`config.mk`:
```
export PLATFORM = sky130hd
export DESIGN_NAME = alarm_priority_rotator_top
export DESIGN_NICKNAME = d
export VERILOG_FILES = /design/src/rtl/apr_pkg.sv /design/src/rtl/alarm_priority_rotator_top.sv
export SDC_FILE = /design/constraint.sdc
export NUM_CORES = 1
export LEC_CHECK = 0
export ABC_AREA = 1
export BUFFER_PORTS_ARGS = -buffer_cell sky130_fd_sc_hd__clkbuf_2
export CAP_MARGIN = 25
export CORE_MARGIN = 2
export CORE_UTILIZATION = 25
export CTS_BUF_LIST = sky130_fd_sc_hd__clkbuf_4 sky130_fd_sc_hd__clkbuf_8 sky130_fd_sc_hd__clkbuf_16
export DETAILED_ROUTE_END_ITERATION = 8
export GPL_ROUTABILITY_DRIVEN = 1
export RECOVER_POWER = 25
export SYNTH_ARGS = -nofsm -noshare
export SYNTH_HDL_FRONTEND = slang
export SYNTH_SLANG_ARGS = --single-unit
export TNS_END_PERCENT = 1
```
`constraint.sdc`:
```
create_clock -name clk -period 5.33 [get_ports clk]
set_clock_uncertainty 0.05 [all_clocks]
set_input_delay 0.7995 -clock clk [delete_from_list [all_inputs] [get_ports clk]]
set_output_delay 0.7995 -clock clk [all_outputs]
set_load 0.05 [all_outputs]
```
`src/rtl/apr_pkg.sv`:
```
// ----------------------------------------------------------------------------
// apr_pkg
// Widths, state codes and stream layout shared by the alarm priority rotator.
// ----------------------------------------------------------------------------
package apr_pkg;

    localparam int STATE_W = 2;
    localparam int LEVEL_W = 3;
    localparam int KIND_W  = 3;
    localparam int MSG_W   = 6;

    // Packed widths of the stream data words, rounded up to whole bytes.
    localparam int IN_FIELDS_W  = STATE_W + 3 + LEVEL_W + KIND_W + MSG_W;
    localparam int IN_DATA_W    = ((IN_FIELDS_W + 7) / 8) * 8;
    localparam int OUT_FIELDS_W = LEVEL_W + KIND_W + MSG_W;
    localparam int OUT_DATA_W   = ((OUT_FIELDS_W + 7) / 8) * 8;

    typedef enum logic [STATE_W-1:0] {
        ALM_INACTIVE = 2'd0,
        ALM_SET      = 2'd1,
        ALM_CLEARED  = 2'd2,
        ALM_UNUSED   = 2'd3
    } alarm_state_t;

endpackage

```
`src/rtl/alarm_priority_rotator_top.sv`:
```
// ----------------------------------------------------------------------------
// alarm_priority_rotator_top
// Picks indicator colour, sound and the rotating alarm message from one scan.
// ----------------------------------------------------------------------------
// Usage:
// The s_ channel carries one alarm table entry per transfer; s_tlast marks
// the final entry of a scan. Entries that are set, or cleared but latched,
// with their channel enabled are active. Over the scan the block tracks the
// highest active level, the highest sound-enabled level with its strongest
// sound kind, and the message to show, which rotates in scan order past the
// one shown after the previous scan among entries at the top level.
// The m_ channel carries one result per scan, registered, in the cycle after
// the transfer that carried s_tlast. One entry is taken every clock cycle
// while s_tready is high; the running compare against the scan registers is
// the whole per-entry path. Reset clears the scan registers, the output
// register and the memory of the last shown message. While a result waits
// on a low m_tready, further entries are held off; s_tready is high whenever
// the output register is empty or being drained in the same cycle.
// ----------------------------------------------------------------------------
module alarm_priority_rotator_top
(
    input  logic                          clk,
    input  logic                          rst_n,
    // Entry: entry_state[1:0], latched[2], channel_on[3], sound_on[4],
    // level[7:5], sound_kind[10:8], message_id[16:11], zero padding above.
    input  logic [apr_pkg::IN_DATA_W-1:0] s_tdata,
    input  logic                          s_tlast,
    input  logic                          s_tvalid,
    output logic                          s_tready,
    // Result: colour_level[2:0], sound_out[5:3], shown_message[11:6],
    // zero padding above.
    output logic [apr_pkg::OUT_DATA_W-1:0] m_tdata,
    // Result flag: no_alarm[0].
    output logic                          m_tuser,
    output logic                          m_tvalid,
    input  logic                          m_tready
);

    localparam int LW = apr_pkg::LEVEL_W;
    localparam int KW = apr_pkg::KIND_W;
    localparam int MW = apr_pkg::MSG_W;
    localparam int SW = apr_pkg::STATE_W;

    // Unpacked input fields.
    apr_pkg::alarm_state_t in_state;
    logic          in_latched;
    logic          in_channel_on;
    logic          in_sound_on;
    logic [LW-1:0] in_level;
    logic [KW-1:0] in_kind;
    logic [MW-1:0] in_msg;

    assign in_state      = apr_pkg::alarm_state_t'(s_tdata[SW-1:0]);
    assign in_latched    = s_tdata[SW];
    assign in_channel_on = s_tdata[SW+1];
    assign in_sound_on   = s_tdata[SW+2];
    assign in_level      = s_tdata[SW+3 +: LW];
    assign in_kind       = s_tdata[SW+3+LW +: KW];
    assign in_msg        = s_tdata[SW+3+LW+KW +: MW];

    // Scan registers.
    logic [LW-1:0] colour_reg,     colour_next;
    logic [LW-1:0] snd_level_reg,  snd_level_next;
    logic [KW-1:0] snd_kind_reg,   snd_kind_next;
    logic          first_v_reg,    first_v_next;
    logic [MW-1:0] first_id_reg,   first_id_next;
    logic          prev_seen_reg,  prev_seen_next;
    logic          after_v_reg,    after_v_next;
    logic [MW-1:0] after_id_reg,   after_id_next;
    logic          shown_v_reg,    shown_v_next;
    logic [MW-1:0] shown_id_reg,   shown_id_next;

    // Output register.
    logic                         out_valid_reg, out_valid_next;
    logic [apr_pkg::OUT_DATA_W-1:0] out_data_reg, out_data_next;
    logic                         out_flag_reg,  out_flag_next;

    logic          accept;
    logic          active;
    logic          level_up;
    logic [LW-1:0] colour_a;
    logic          first_v_a;
    logic          prev_seen_a;
    logic          after_v_a;
    logic [MW-1:0] after_id_a;
    logic          at_top;
    logic          snd_hit;
    logic [LW-1:0] sc_colour;
    logic [KW-1:0] sc_kind;
    logic          sc_first_v;
    logic [MW-1:0] sc_first_id;
    logic          sc_prev_seen;
    logic          sc_after_v;
    logic [MW-1:0] sc_after_id;
    logic [MW-1:0] pick;

    assign s_tready = !out_valid_reg || m_tready;
    assign accept   = s_tvalid && s_tready;

    always_comb
    begin
        active = in_channel_on && ((in_state == apr_pkg::ALM_SET) ||
                 ((in_state == apr_pkg::ALM_CLEARED) && in_latched));

        // A new highest level restarts the rotation search.
        level_up    = active && (in_level > colour_reg);
        colour_a    = level_up ? in_level : colour_reg;
        first_v_a   = level_up ? 1'b0 : first_v_reg;
        prev_seen_a = level_up ? 1'b0 : prev_seen_reg;
        after_v_a   = level_up ? 1'b0 : after_v_reg;
        after_id_a  = level_up ? '0 : after_id_reg;
        at_top      = active && (in_level == colour_a);

        sc_colour   = colour_a;
        sc_first_v  = first_v_a || at_top;
        sc_first_id = (at_top && !first_v_a) ? in_msg : first_id_reg;
        sc_after_v  = after_v_a || (at_top && first_v_a && prev_seen_a);
        sc_after_id = (at_top && first_v_a && prev_seen_a && !after_v_a) ?
                      in_msg : after_id_a;
        sc_prev_seen = prev_seen_a ||
                       (at_top && shown_v_reg && (in_msg == shown_id_reg));

        snd_hit        = active && in_sound_on;
        snd_level_next = snd_level_reg;
        sc_kind        = snd_kind_reg;
        if (snd_hit && (in_level > snd_level_reg))
        begin
            snd_level_next = in_level;
            sc_kind        = in_kind;
        end
        else if (snd_hit && (in_level == snd_level_reg) && (in_kind > snd_kind_reg))
        begin
            sc_kind = in_kind;
        end

        pick = (sc_prev_seen && sc_after_v) ? sc_after_id : sc_first_id;

        // Defaults: hold everything.
        colour_next    = colour_reg;
        snd_kind_next  = snd_kind_reg;
        first_v_next   = first_v_reg;
        first_id_next  = first_id_reg;
        prev_seen_next = prev_seen_reg;
        after_v_next   = after_v_reg;
        after_id_next  = after_id_reg;
        shown_v_next   = shown_v_reg;
        shown_id_next  = shown_id_reg;
        out_valid_next = out_valid_reg && !m_tready;
        out_data_next  = out_data_reg;
        out_flag_next  = out_flag_reg;

        if (accept && !s_tlast)
        begin
            colour_next    = sc_colour;
            snd_kind_next  = sc_kind;
            first_v_next   = sc_first_v;
            first_id_next  = sc_first_id;
            prev_seen_next = sc_prev_seen;
            after_v_next   = sc_after_v;
            after_id_next  = sc_after_id;
        end
        else if (accept)
        begin
            // End of scan: publish the result and start a fresh scan.
            out_valid_next = 1'b1;
            out_flag_next  = !sc_first_v;
            out_data_next  = '0;
            out_data_next[LW-1:0]          = sc_colour;
            out_data_next[LW +: KW]        = sc_kind;
            out_data_next[LW+KW +: MW]     = sc_first_v ? pick : '0;
            shown_v_next   = sc_first_v;
            shown_id_next  = sc_first_v ? pick : '0;
            colour_next    = '0;
            snd_level_next = '0;
            snd_kind_next  = '0;
            first_v_next   = 1'b0;
            first_id_next  = '0;
            prev_seen_next = 1'b0;
            after_v_next   = 1'b0;
            after_id_next  = '0;
        end
        else
        begin
            snd_level_next = snd_level_reg;
        end
    end

    always_ff @(posedge clk or negedge rst_n)
    begin
        if (!rst_n)
        begin
            colour_reg    <= '0;
            snd_level_reg <= '0;
            snd_kind_reg  <= '0;
            first_v_reg   <= 1'b0;
            first_id_reg  <= '0;
            prev_seen_reg <= 1'b0;
            after_v_reg   <= 1'b0;
            after_id_reg  <= '0;
            shown_v_reg   <= 1'b0;
            shown_id_reg  <= '0;
            out_valid_reg <= 1'b0;
            out_data_reg  <= '0;
            out_flag_reg  <= 1'b0;
        end
        else
        begin
            colour_reg    <= colour_next;
            snd_level_reg <= snd_level_next;
            snd_kind_reg  <= snd_kind_next;
            first_v_reg   <= first_v_next;
            first_id_reg  <= first_id_next;
            prev_seen_reg <= prev_seen_next;
            after_v_reg   <= after_v_next;
            after_id_reg  <= after_id_next;
            shown_v_reg   <= shown_v_next;
            shown_id_reg  <= shown_id_next;
            out_valid_reg <= out_valid_next;
            out_data_reg  <= out_data_next;
            out_flag_reg  <= out_flag_next;
        end
    end

    assign m_tvalid = out_valid_reg;
    assign m_tdata  = out_data_reg;
    assign m_tuser  = out_flag_reg;

endmodule

```
==> results of run 1 <==
==> layout make-up <==
class | count | area share, %
Timing Repair Buffer | 37 | 6.86
Tap cell | 111 | 5.22
Clock buffer | 7 | 3.15
Clock inverter | 1 | 0.188
Inverter | 34 | 4.98
Multi-Input combinational cell | 215 | 42.9
Sequential cell | 39 | 36.7
==> through the flow <==
step,hold WS [ps],instance area [sq um],std cells,power [mW],setup WS (ps)
6_report,380,2660,444,0.740,2250
5_1_grt,399,2660,444,0.782,1980
4_1_cts,447,2660,443,0.744,2260
3_5_place_dp,428,2570,435,0.535,1950
3_3_place_gp,422,2570,435,0.530,1990
2_1_floorplan,403,2330,300,0.486,2830
==> where the power goes <==
group	switching, mW	total [mW]	leakage, nW	internal [mW]
combinational	0.145	0.198	0.785	0.0526
sequential	0.0124	0.331	0.531	0.318
clock	0.109	0.211	0.0491	0.102
total	0.267	0.740	1.37	0.473
==> metal layers <==
metal | track usage [%] | part of all wire [%] | vias to the layer above
met1 | 14.7 | 44 | 969
li1 | - | - | 1042
met3 | 2.37 | 3.4 | 8
met4 | 4.43 | 1.6 | 0
met2 | 20.8 | 51 | 39
met5 | 0 | 0 | -
==> cells by family after synthesis <==
kind of cell | share of synthesized area (%)
buffers and inverters | 8.97
and+or+nand+nor | 30.5
DFF | 42.2
adders and majority gates | 4.86
AOI/OAI and AO/OA | 12.9
other | 0.162
xor gates and xnor gates | 0.378
==> placed cells by master, fill, tap and decap left out, types with 3 or more instances in the layout <==
| cell type | synthesis | routed |
|---|---|---|
| nor2_2 | 3 | 3 |
| a21oi_1 | 8 | 8 |
| clkbuf_8 | 0 | 5 |
| o21ai_1 | 5 | 5 |
| o22ai_1 | 15 | 15 |
| ha_1 | 9 | 9 |
| inv_1 | 32 | 32 |
| nand3_2 | 4 | 4 |
| nand3_1 | 21 | 21 |
| conb_1 | 1 | 4 |
| nor2_1 | 12 | 12 |
| nand4_1 | 6 | 6 |
| o21ai_0 | 15 | 15 |
| nand2_1 | 94 | 94 |
| dfrtp_1 | 39 | 39 |
| nand2_2 | 3 | 3 |
| a22o_1 | 3 | 3 |
| clkbuf_2 | 0 | 35 |
==> worst paths after layout <==
check	startpoint	end	depth (start not counted)	slack, ps
setup / recovery	s_tdata[7]	shown_id_reg[3]	14	2250
hold / removal	rst_n	m_tdata[1]	1	380
setup reg to reg	colour_reg[2]	shown_id_reg[3]	14	2420
hold reg to reg	m_tdata[2]	m_tdata[2]	2	440
max in group asynchronous	rst_n	shown_id_reg[0]	2	2900
min in group clk	m_tdata[2]	m_tdata[2]	2	440
==> worst max-delay path, cell delays in order <==
cell and delay [ps]:
clkbuf_2 160, ha_1 360, a21oi_1 160, nand2_1 90, nand3_2 360, nand2_1 150, nor2_1 470, nand3_1 160
nand2_2 120, nand2_4 100, clkinv_4 80, nand2_1 50, nand3_1 80, nand2_1 60
==> results.sh, run 1 <==
export IMPL_startpoint_type="input port"
export IMPL_cts_tree="built"
export IMPL_synth_warnings=0
export IMPL_cts_root_buf="clkbuf_8"
export IMPL_hold_path_class="input port to asynchronous set/reset pin"
export IMPL_holdBufCountCts=0
export IMPL_synthesis_area_sq_um=2310
export IMPL_period_share_pct=57.8
export IMPL_hpwl_um=4040
export IMPL_fin_util_pct=29.2
export IMPL_async_flop_share_pct=100
export IMPL_ys_top_cells_by_area="dfrtp_1 (42%), nand2_1 (15%), inv_1 (5.2%)"
export IMPL_crit_type="input port to flop"
export IMPL_cts_buffers_inserted=5
export IMPL_ys_seq_area_share_pct=42.2
export IMPL_synth_distinct_cells=33
export IMPL_wl_per_cell_um=12.6
export IMPL_grt_overflow=0
export IMPL_synthTopCellsByCount="nand2_1 (94), dfrtp_1 (39), inv_1 (32)"
export IMPL_cp_arrival_ps=3220
export IMPL_period_needed_ps=3080
export IMPL_synth_edf_count=0
export IMPL_syn_to_final_growth_pct=15.0
export IMPL_fp_dieW_um=100
export IMPL_grt_pass1_vias=2056
export IMPL_clock_sinks=39
export IMPL_setup_violations=0
export IMPL_clock_path_buffers=2
export IMPL_drcViolationCount=0
export IMPL_gp_congestion=0.784
export IMPL_grt_usage_pct=12.0
export IMPL_leakagePower_nw=1.37
export IMPL_synth_top_area_cell="dfrtp_1"
export IMPL_ir_worst_vdd_mv=0.0871
export IMPL_n_antenna_cell=0
export IMPL_ff_latch_area_sq_um=976
export IMPL_nFillCells=989
export IMPL_start_util_pct=25.4
export IMPL_hold_viol=0
export IMPL_grt_max_degree=40
export IMPL_avgViaCountPerCell=4.64
export IMPL_core_area_sq_um=9110
export IMPL_synth_ff_type="dfrtp_1"
export IMPL_grt_pass1_wl_um=9610
export IMPL_max_freq_ghz=0.325
export IMPL_finalMaxSlewViolations=33
export IMPL_drive_above_1_share_pct=18.3
export IMPL_failed_checks="max-capacitance violations, max-slew violations"
export IMPL_yosysTopAreaCellShare_pct=42.2
export IMPL_nets=370
export IMPL_row_count=35
export IMPL_status="complete, but fails checks"
export IMPL_synth_seq_cells=39
export IMPL_io_pin_count=48
export IMPL_antenna_left=0
export IMPL_yosysMostFrequentCell="nand2_1"
export IMPL_required_ps=5470
export IMPL_cap_violations=1
export IMPL_relSlewSlack_pct=-13.8
export IMPL_p_per_area_nw_per_um2=278
export IMPL_die_area_sq_um=10000
export IMPL_rsz0062_at_grt="false"
export IMPL_drt_iter0_drc=161
export IMPL_totalWireLength_um=5590
export IMPL_h_tree_depth=2
export IMPL_clock_latency_ps=290
export IMPL_port_buffers=36
export IMPL_syn_inst=297
export IMPL_multi_input_area_sq_um=1140
export IMPL_worst_slew_pin_transition_ps=1710
export IMPL_path_clk_slew_ps=80
export IMPL_die_y_um=100
export IMPL_drt_pass1_iter_count=4
export IMPL_tns_ps=0
export IMPL_cp_max_fo=22
export IMPL_avgSynthCellArea_sq_um=7.79
export IMPL_antenna_found_initial=0
export IMPL_cts_setup_buffers=0
export IMPL_vias=2058
export IMPL_end_kind="flop"
export IMPL_post_cts_resize_count=0
Note: power is estimated with default switching activity, not from simulation.
==> inputs of run 2 (changes only) <==
==> constraint.sdc (replaced) <==
create_clock -name clk -period 3 [get_ports clk]
set_clock_uncertainty 0.05 [all_clocks]
set_input_delay 0.45 -clock clk [delete_from_list [all_inputs] [get_ports clk]]
set_output_delay 0.45 -clock clk [all_outputs]
set_load 0.05 [all_outputs]
==> run 2 against run 1 <==
The run now ends clean. Highest routed layer unchanged. Via count rose by 1.9%. Worst hold slack got worse by 210 ps. Sequential share of layout area fell by 0.71 points. Combinational power rose by 82%. Total power rose by 77%.
==> results.sh, run 2 (synthesis results as in run 1) <==
export IMPL_dp_slack_ps=315
export IMPL_hold_path_class="input port to asynchronous set/reset pin"
export IMPL_holdBufCountCts=0
export IMPL_leakagePower_nw=1.39
export IMPL_grt_max_degree=40
export IMPL_crit_top_cell="nand2_1"
export IMPL_drcViolationCount=0
export IMPL_r2r_cells=15
export IMPL_cts_buffers_inserted=5
export IMPL_crit_end="shown_id_reg[2]"
export IMPL_worst_slew_pin_transition_ps=1340
export IMPL_crit_start="colour_reg[2]"
export IMPL_wl_per_cell_um=12.6
export IMPL_rsz0062_at_grt="false"
export IMPL_grtUsageMet2_pct=21.1
export IMPL_fin_util_pct=29.8
export IMPL_dpl_cell_count=442
export IMPL_power_frac_seq_pct=44.8
export IMPL_gp_congestion=0.815
export IMPL_vias=2097
export IMPL_cp_max_fo=12
export IMPL_setup_violations=0
export IMPL_grt_overflow=0
export IMPL_post_cts_resize_count=0
export IMPL_drive_above_1_share_pct=20.0
export IMPL_nets=377
export IMPL_drt_iter0_drc=124
export IMPL_cp_top_family="simple AND/OR/NAND/NOR gates"
export IMPL_io_pin_count=48
export IMPL_die_area_sq_um=10000
export IMPL_combPwrFrac_pct=27.4
export IMPL_mostFrequentLayoutCell="nand2_1"
export IMPL_p_per_area_nw_per_um2=484
export IMPL_switching_share_pct=36.2
export IMPL_die_y_um=100
export IMPL_crit_reg2reg_launch="colour_reg[2]"
export IMPL_met1_usage_pct=13.7
export IMPL_h_tree_depth=2
export IMPL_met3_usage_pct=2.09
export IMPL_top_usage_layer="met2"
export IMPL_grt_usage_pct=11.6
export IMPL_cp_arrival_ps=2820
export IMPL_totalWireLength_um=5660
export IMPL_end_kind="flop"
export IMPL_power_switching_uw=475
export IMPL_rrSetupSlack_ps=310
export IMPL_period_share_pct=89.5
export IMPL_status="completed"
export IMPL_start_util_pct=25.4
export IMPL_finalMaxSlewViolations=0
export IMPL_n_antenna_cell=0
export IMPL_cp_slowest_cell="dfrtp_1"
export IMPL_syn_to_final_growth_pct=17.2
export IMPL_grt_pass1_wl_um=9230
export IMPL_crit_type="flop to flop"
export IMPL_p_int_uw=838
export IMPL_cts_tree="built"
export IMPL_hold_viol=0
export IMPL_fin_ws_ps=315
export IMPL_p_clk_share_pct=27.8
export IMPL_drt_pass1_iter_count=4
export IMPL_fp_dieW_um=100
export IMPL_port_buffers=36
export IMPL_cts_setup_buffers=0
export IMPL_grt_pass1_vias=1994
export IMPL_cp_num_buf_inv=3
export IMPL_hold_ws_ps=174
export IMPL_startpoint_type="flop"
export IMPL_final_cell_mix="nand2_1 (94), dfrtp_1 (39), clkbuf_2 (35)"
export IMPL_core_area_sq_um=9110
export IMPL_cpPeakStageDelay_ps=410
export IMPL_tns_ps=0
export IMPL_relSlewSlack_pct=10.4
export IMPL_antenna_found_initial=0
export IMPL_avgViaCountPerCell=4.65
export IMPL_path_cells="inv_1, ha_1, a21oi_1, nand2_1, nand3_2, buf_4, nand2_1, nor2_1, nand3_1, nand2_2, nand2_4, clkinv_4, nand2_1, nand3_1, nand2_1"
export IMPL_path_clk_slew_ps=80
export IMPL_clock_sinks=39
export IMPL_r2r_end="shown_id_reg[2]"
export IMPL_cap_violations=0
export IMPL_hpwl_um=4130
export IMPL_antenna_left=0
export IMPL_worst_path_stages=15
export IMPL_max_freq_ghz=0.372
export IMPL_required_ps=3130
export IMPL_final_cells=451
export IMPL_ir_worst_vdd_mv=0.175
export IMPL_cts_root_buf="clkbuf_8"
export IMPL_clock_path_buffers=2
export IMPL_row_count=35
export IMPL_period_needed_ps=2690
export IMPL_clock_latency_ps=300
==> run 2: how the worst min path moves through the flow <==
stage | startpoint | to | slack, ps | depth (start not counted)
global placement | m_tdata[1] | m_tdata[1] | 420 | 2
floorplan | rst_n | after_id_reg[0] | 100 | 0
global route | rst_n | snd_kind_reg[2] | 260 | 1
CTS | rst_n | snd_kind_reg[2] | 290 | 1
finish | rst_n | after_id_reg[4] | 170 | 1
detailed placement | m_tdata[1] | m_tdata[1] | 420 | 2
==> run 2: power by group through the flow <==
stage	clock network, mW	logic (mW)	registers, mW
2_1_floorplan	0	0.197	0.667
3_3_place_gp	0	0.354	0.596
3_5_place_dp	0	0.361	0.599
4_1_cts	0.382	0.362	0.588
5_1_grt	0.399	0.398	0.593
6_report	0.365	0.360	0.588
==> run 2: metrics by stage <==
stage | cell area [sq um] | total power, mW
after global placement | 2620 | 0.951
after detailed placement | 2620 | 0.959
after CTS | 2710 | 1.33
after floorplan | 2330 | 0.864
after global routing | 2710 | 1.39
final | 2710 | 1.31
==> run 2: cell type report <==
class,count,area (sq um)
clock inverter,2,12.5
tap,111,139
multi-input combinational,215,1140
inverter,34,133
clock buffer,6,76.3
sequential,39,976
fill,976,6390
timing repair buffer,44,235
==> run 2: per-layer routing <==
metal	wire length [um]	vias to the layer above
li1	-	1060
met1	2450	973
met2	2900	58
met3	232	6
met4	85	0
met5	0	-
==> inputs of run 3 (changes only) <==
--- a/config.mk
+++ b/config.mk
@@ -6,6 +6,7 @@
 export NUM_CORES = 1
 export LEC_CHECK = 0
 export ABC_AREA = 1
+export ABC_CLOCK_PERIOD_IN_PS = 2900
 export BUFFER_PORTS_ARGS = -buffer_cell sky130_fd_sc_hd__clkbuf_2
 export CAP_MARGIN = 25
 export CORE_MARGIN = 2
==> constraint.sdc (replaced) <==
create_clock -name clk -period 2.9 [get_ports clk]
set_clock_uncertainty 0.05 [all_clocks]
set_input_delay 0.435 -clock clk [delete_from_list [all_inputs] [get_ports clk]]
set_output_delay 0.435 -clock clk [all_outputs]
set_load 0.05 [all_outputs]
==> run 3 against run 2 <==
The run now ends with max-capacitance violations, max-slew violations left. Sequential power grew 3.4%. Largest power group unchanged. Critical path type unchanged. Clock power is 30% higher. Largest cell class unchanged. Total power up 11%. Setup slack worse by 40 ps.
==> results.sh, run 3 (synthesis results as in run 1) <==
export IMPL_status="complete, but fails checks"
export IMPL_failed_checks="max-capacitance violations, max-slew violations"
export IMPL_row_count=35
export IMPL_grt_pass1_vias=1990
export IMPL_grt_pass1_wl_um=9460
export IMPL_p_per_area_nw_per_um2=528
export IMPL_die_y_um=100
export IMPL_gp_congestion=0.866
export IMPL_wl_per_cell_um=12.5
export IMPL_rsz0062_at_grt="false"
export IMPL_cp_arrival_ps=2810
export IMPL_hpwl_um=4210
export IMPL_h_tree_depth=2
export IMPL_hold_viol=0
export IMPL_required_ps=3090
export IMPL_period_share_pct=90.5
export IMPL_totalWireLength_um=5630
export IMPL_clock_sinks=39
export IMPL_antenna_found_initial=0
export IMPL_p_total_mw=1.46
export IMPL_io_pin_count=48
export IMPL_ir_worst_vdd_mv=0.205
export IMPL_fin_area_sq_um=2770
export IMPL_fin_util_pct=30.4
export IMPL_end_kind="flop"
export IMPL_cts_root_buf="clkbuf_8"
export IMPL_hold_ws_ps=335
export IMPL_mostFrequentLayoutCell="nand2_1"
export IMPL_drive_above_1_share_pct=19.7
export IMPL_nets=377
export IMPL_vias=2120
export IMPL_port_buffers=36
export IMPL_hold_depth=3
export IMPL_fin_ws_ps=274
export IMPL_crit_reg2reg_launch="colour_reg[2]"
export IMPL_path_clk_slew_ps=80
export IMPL_crit_type="flop to flop"
export IMPL_start_util_pct=25.4
export IMPL_startpoint_type="flop"
export IMPL_cp_max_fo=14
export IMPL_min_from="s_tvalid"
export IMPL_max_freq_ghz=0.381
export IMPL_final_cell_mix="nand2_1 (94), dfrtp_1 (39), clkbuf_2 (35)"
export IMPL_fp_dieW_um=100
export IMPL_grt_max_degree=40
export IMPL_clock_path_buffers=2
export IMPL_cts_tree="built"
export IMPL_relSlewSlack_pct=-8.37
export IMPL_cts_setup_buffers=0
export IMPL_tns_ps=0
export IMPL_drt_pass1_iter_count=4
export IMPL_grt_overflow=0
export IMPL_core_area_sq_um=9110
export IMPL_n_antenna_cell=0
export IMPL_min_to="m_tvalid"
export IMPL_finalMaxSlewViolations=37
export IMPL_dpl_cell_count=441
export IMPL_clock_latency_ps=290
export IMPL_grt_usage_pct=11.7
export IMPL_r2r_cells=14
export IMPL_syn_to_final_growth_pct=19.5
export IMPL_placed_area_sq_um=2630
export IMPL_final_cells=451
export IMPL_drcViolationCount=0
export IMPL_cts_buffers_inserted=5
export IMPL_rrSetupSlack_ps=270
export IMPL_dp_slack_ps=144
export IMPL_period_needed_ps=2630
export IMPL_avgViaCountPerCell=4.70
export IMPL_hold_path_class="input port to flop"
export IMPL_cap_violations=1
export IMPL_drt_iter0_drc=128
export IMPL_r2r_end="shown_id_reg[2]"
export IMPL_antenna_left=0
export IMPL_die_area_sq_um=10000
export IMPL_setup_violations=0
export IMPL_worst_slew_pin_transition_ps=1630
export IMPL_nFillCells=974
export IMPL_leakagePower_nw=1.43
[run 3: timing repair]
action	in CTS	in global routing
hold buffers	0	1
hold endpoints to repair	0	3
resized for setup	0	0
[run 3: layout make-up]
| type | count | area (sq um) | area share [%] |
|---|---|---|---|
| timing repair buffer | 44 | 259 | 9.36 |
| sequential | 39 | 976 | 35.3 |
| tap | 111 | 139 | 5.02 |
| multi-input combinational | 215 | 1140 | 41.3 |
| clock inverter | 2 | 35.0 | 1.27 |
| clock buffer | 6 | 82.6 | 2.99 |
| inverter | 34 | 133 | 4.79 |
[run 3: worst max-delay path by stage]
stage	end	cells past startpoint	from
finish	shown_id_reg[2]	14	colour_reg[2]
global route	shown_id_reg[5]	14	colour_reg[2]
CTS	shown_id_reg[1]	12	colour_reg[2]
detailed placement	shown_id_reg[1]	12	s_tdata[7]
global placement	shown_id_reg[3]	12	s_tdata[7]
floorplan	snd_level_reg[1]	8	m_tvalid
[run 3: metal layers]
metal / track usage (%) / wire length [um]
met1: 14.7 / 2490
met3: 1.88 / 158
met4: 5.16 / 135
met5: 0 / 0
met2: 19.9 / 2850
[run 3: worst max-delay path, stage by stage, from the launching register on]
cell and delay [ps]:
dfrtp_1 380, inv_1 120, ha_1 340, nand3_1 90
nand2_1 100, nand3_2 280, nand3_1 250, nand3_4 100
nor2_4 290, nand2_2 160, nand2_1 100, nand2_1 90
nand2_1 70, nand3_1 80, nand2_1 70
[run 3: power breakdown]
group	internal [mW]	leakage, nW	switching, mW
Sequential	0.585	0.531	0.0232
Clock	0.279	0.0612	0.197
Combinational	0.108	0.835	0.270
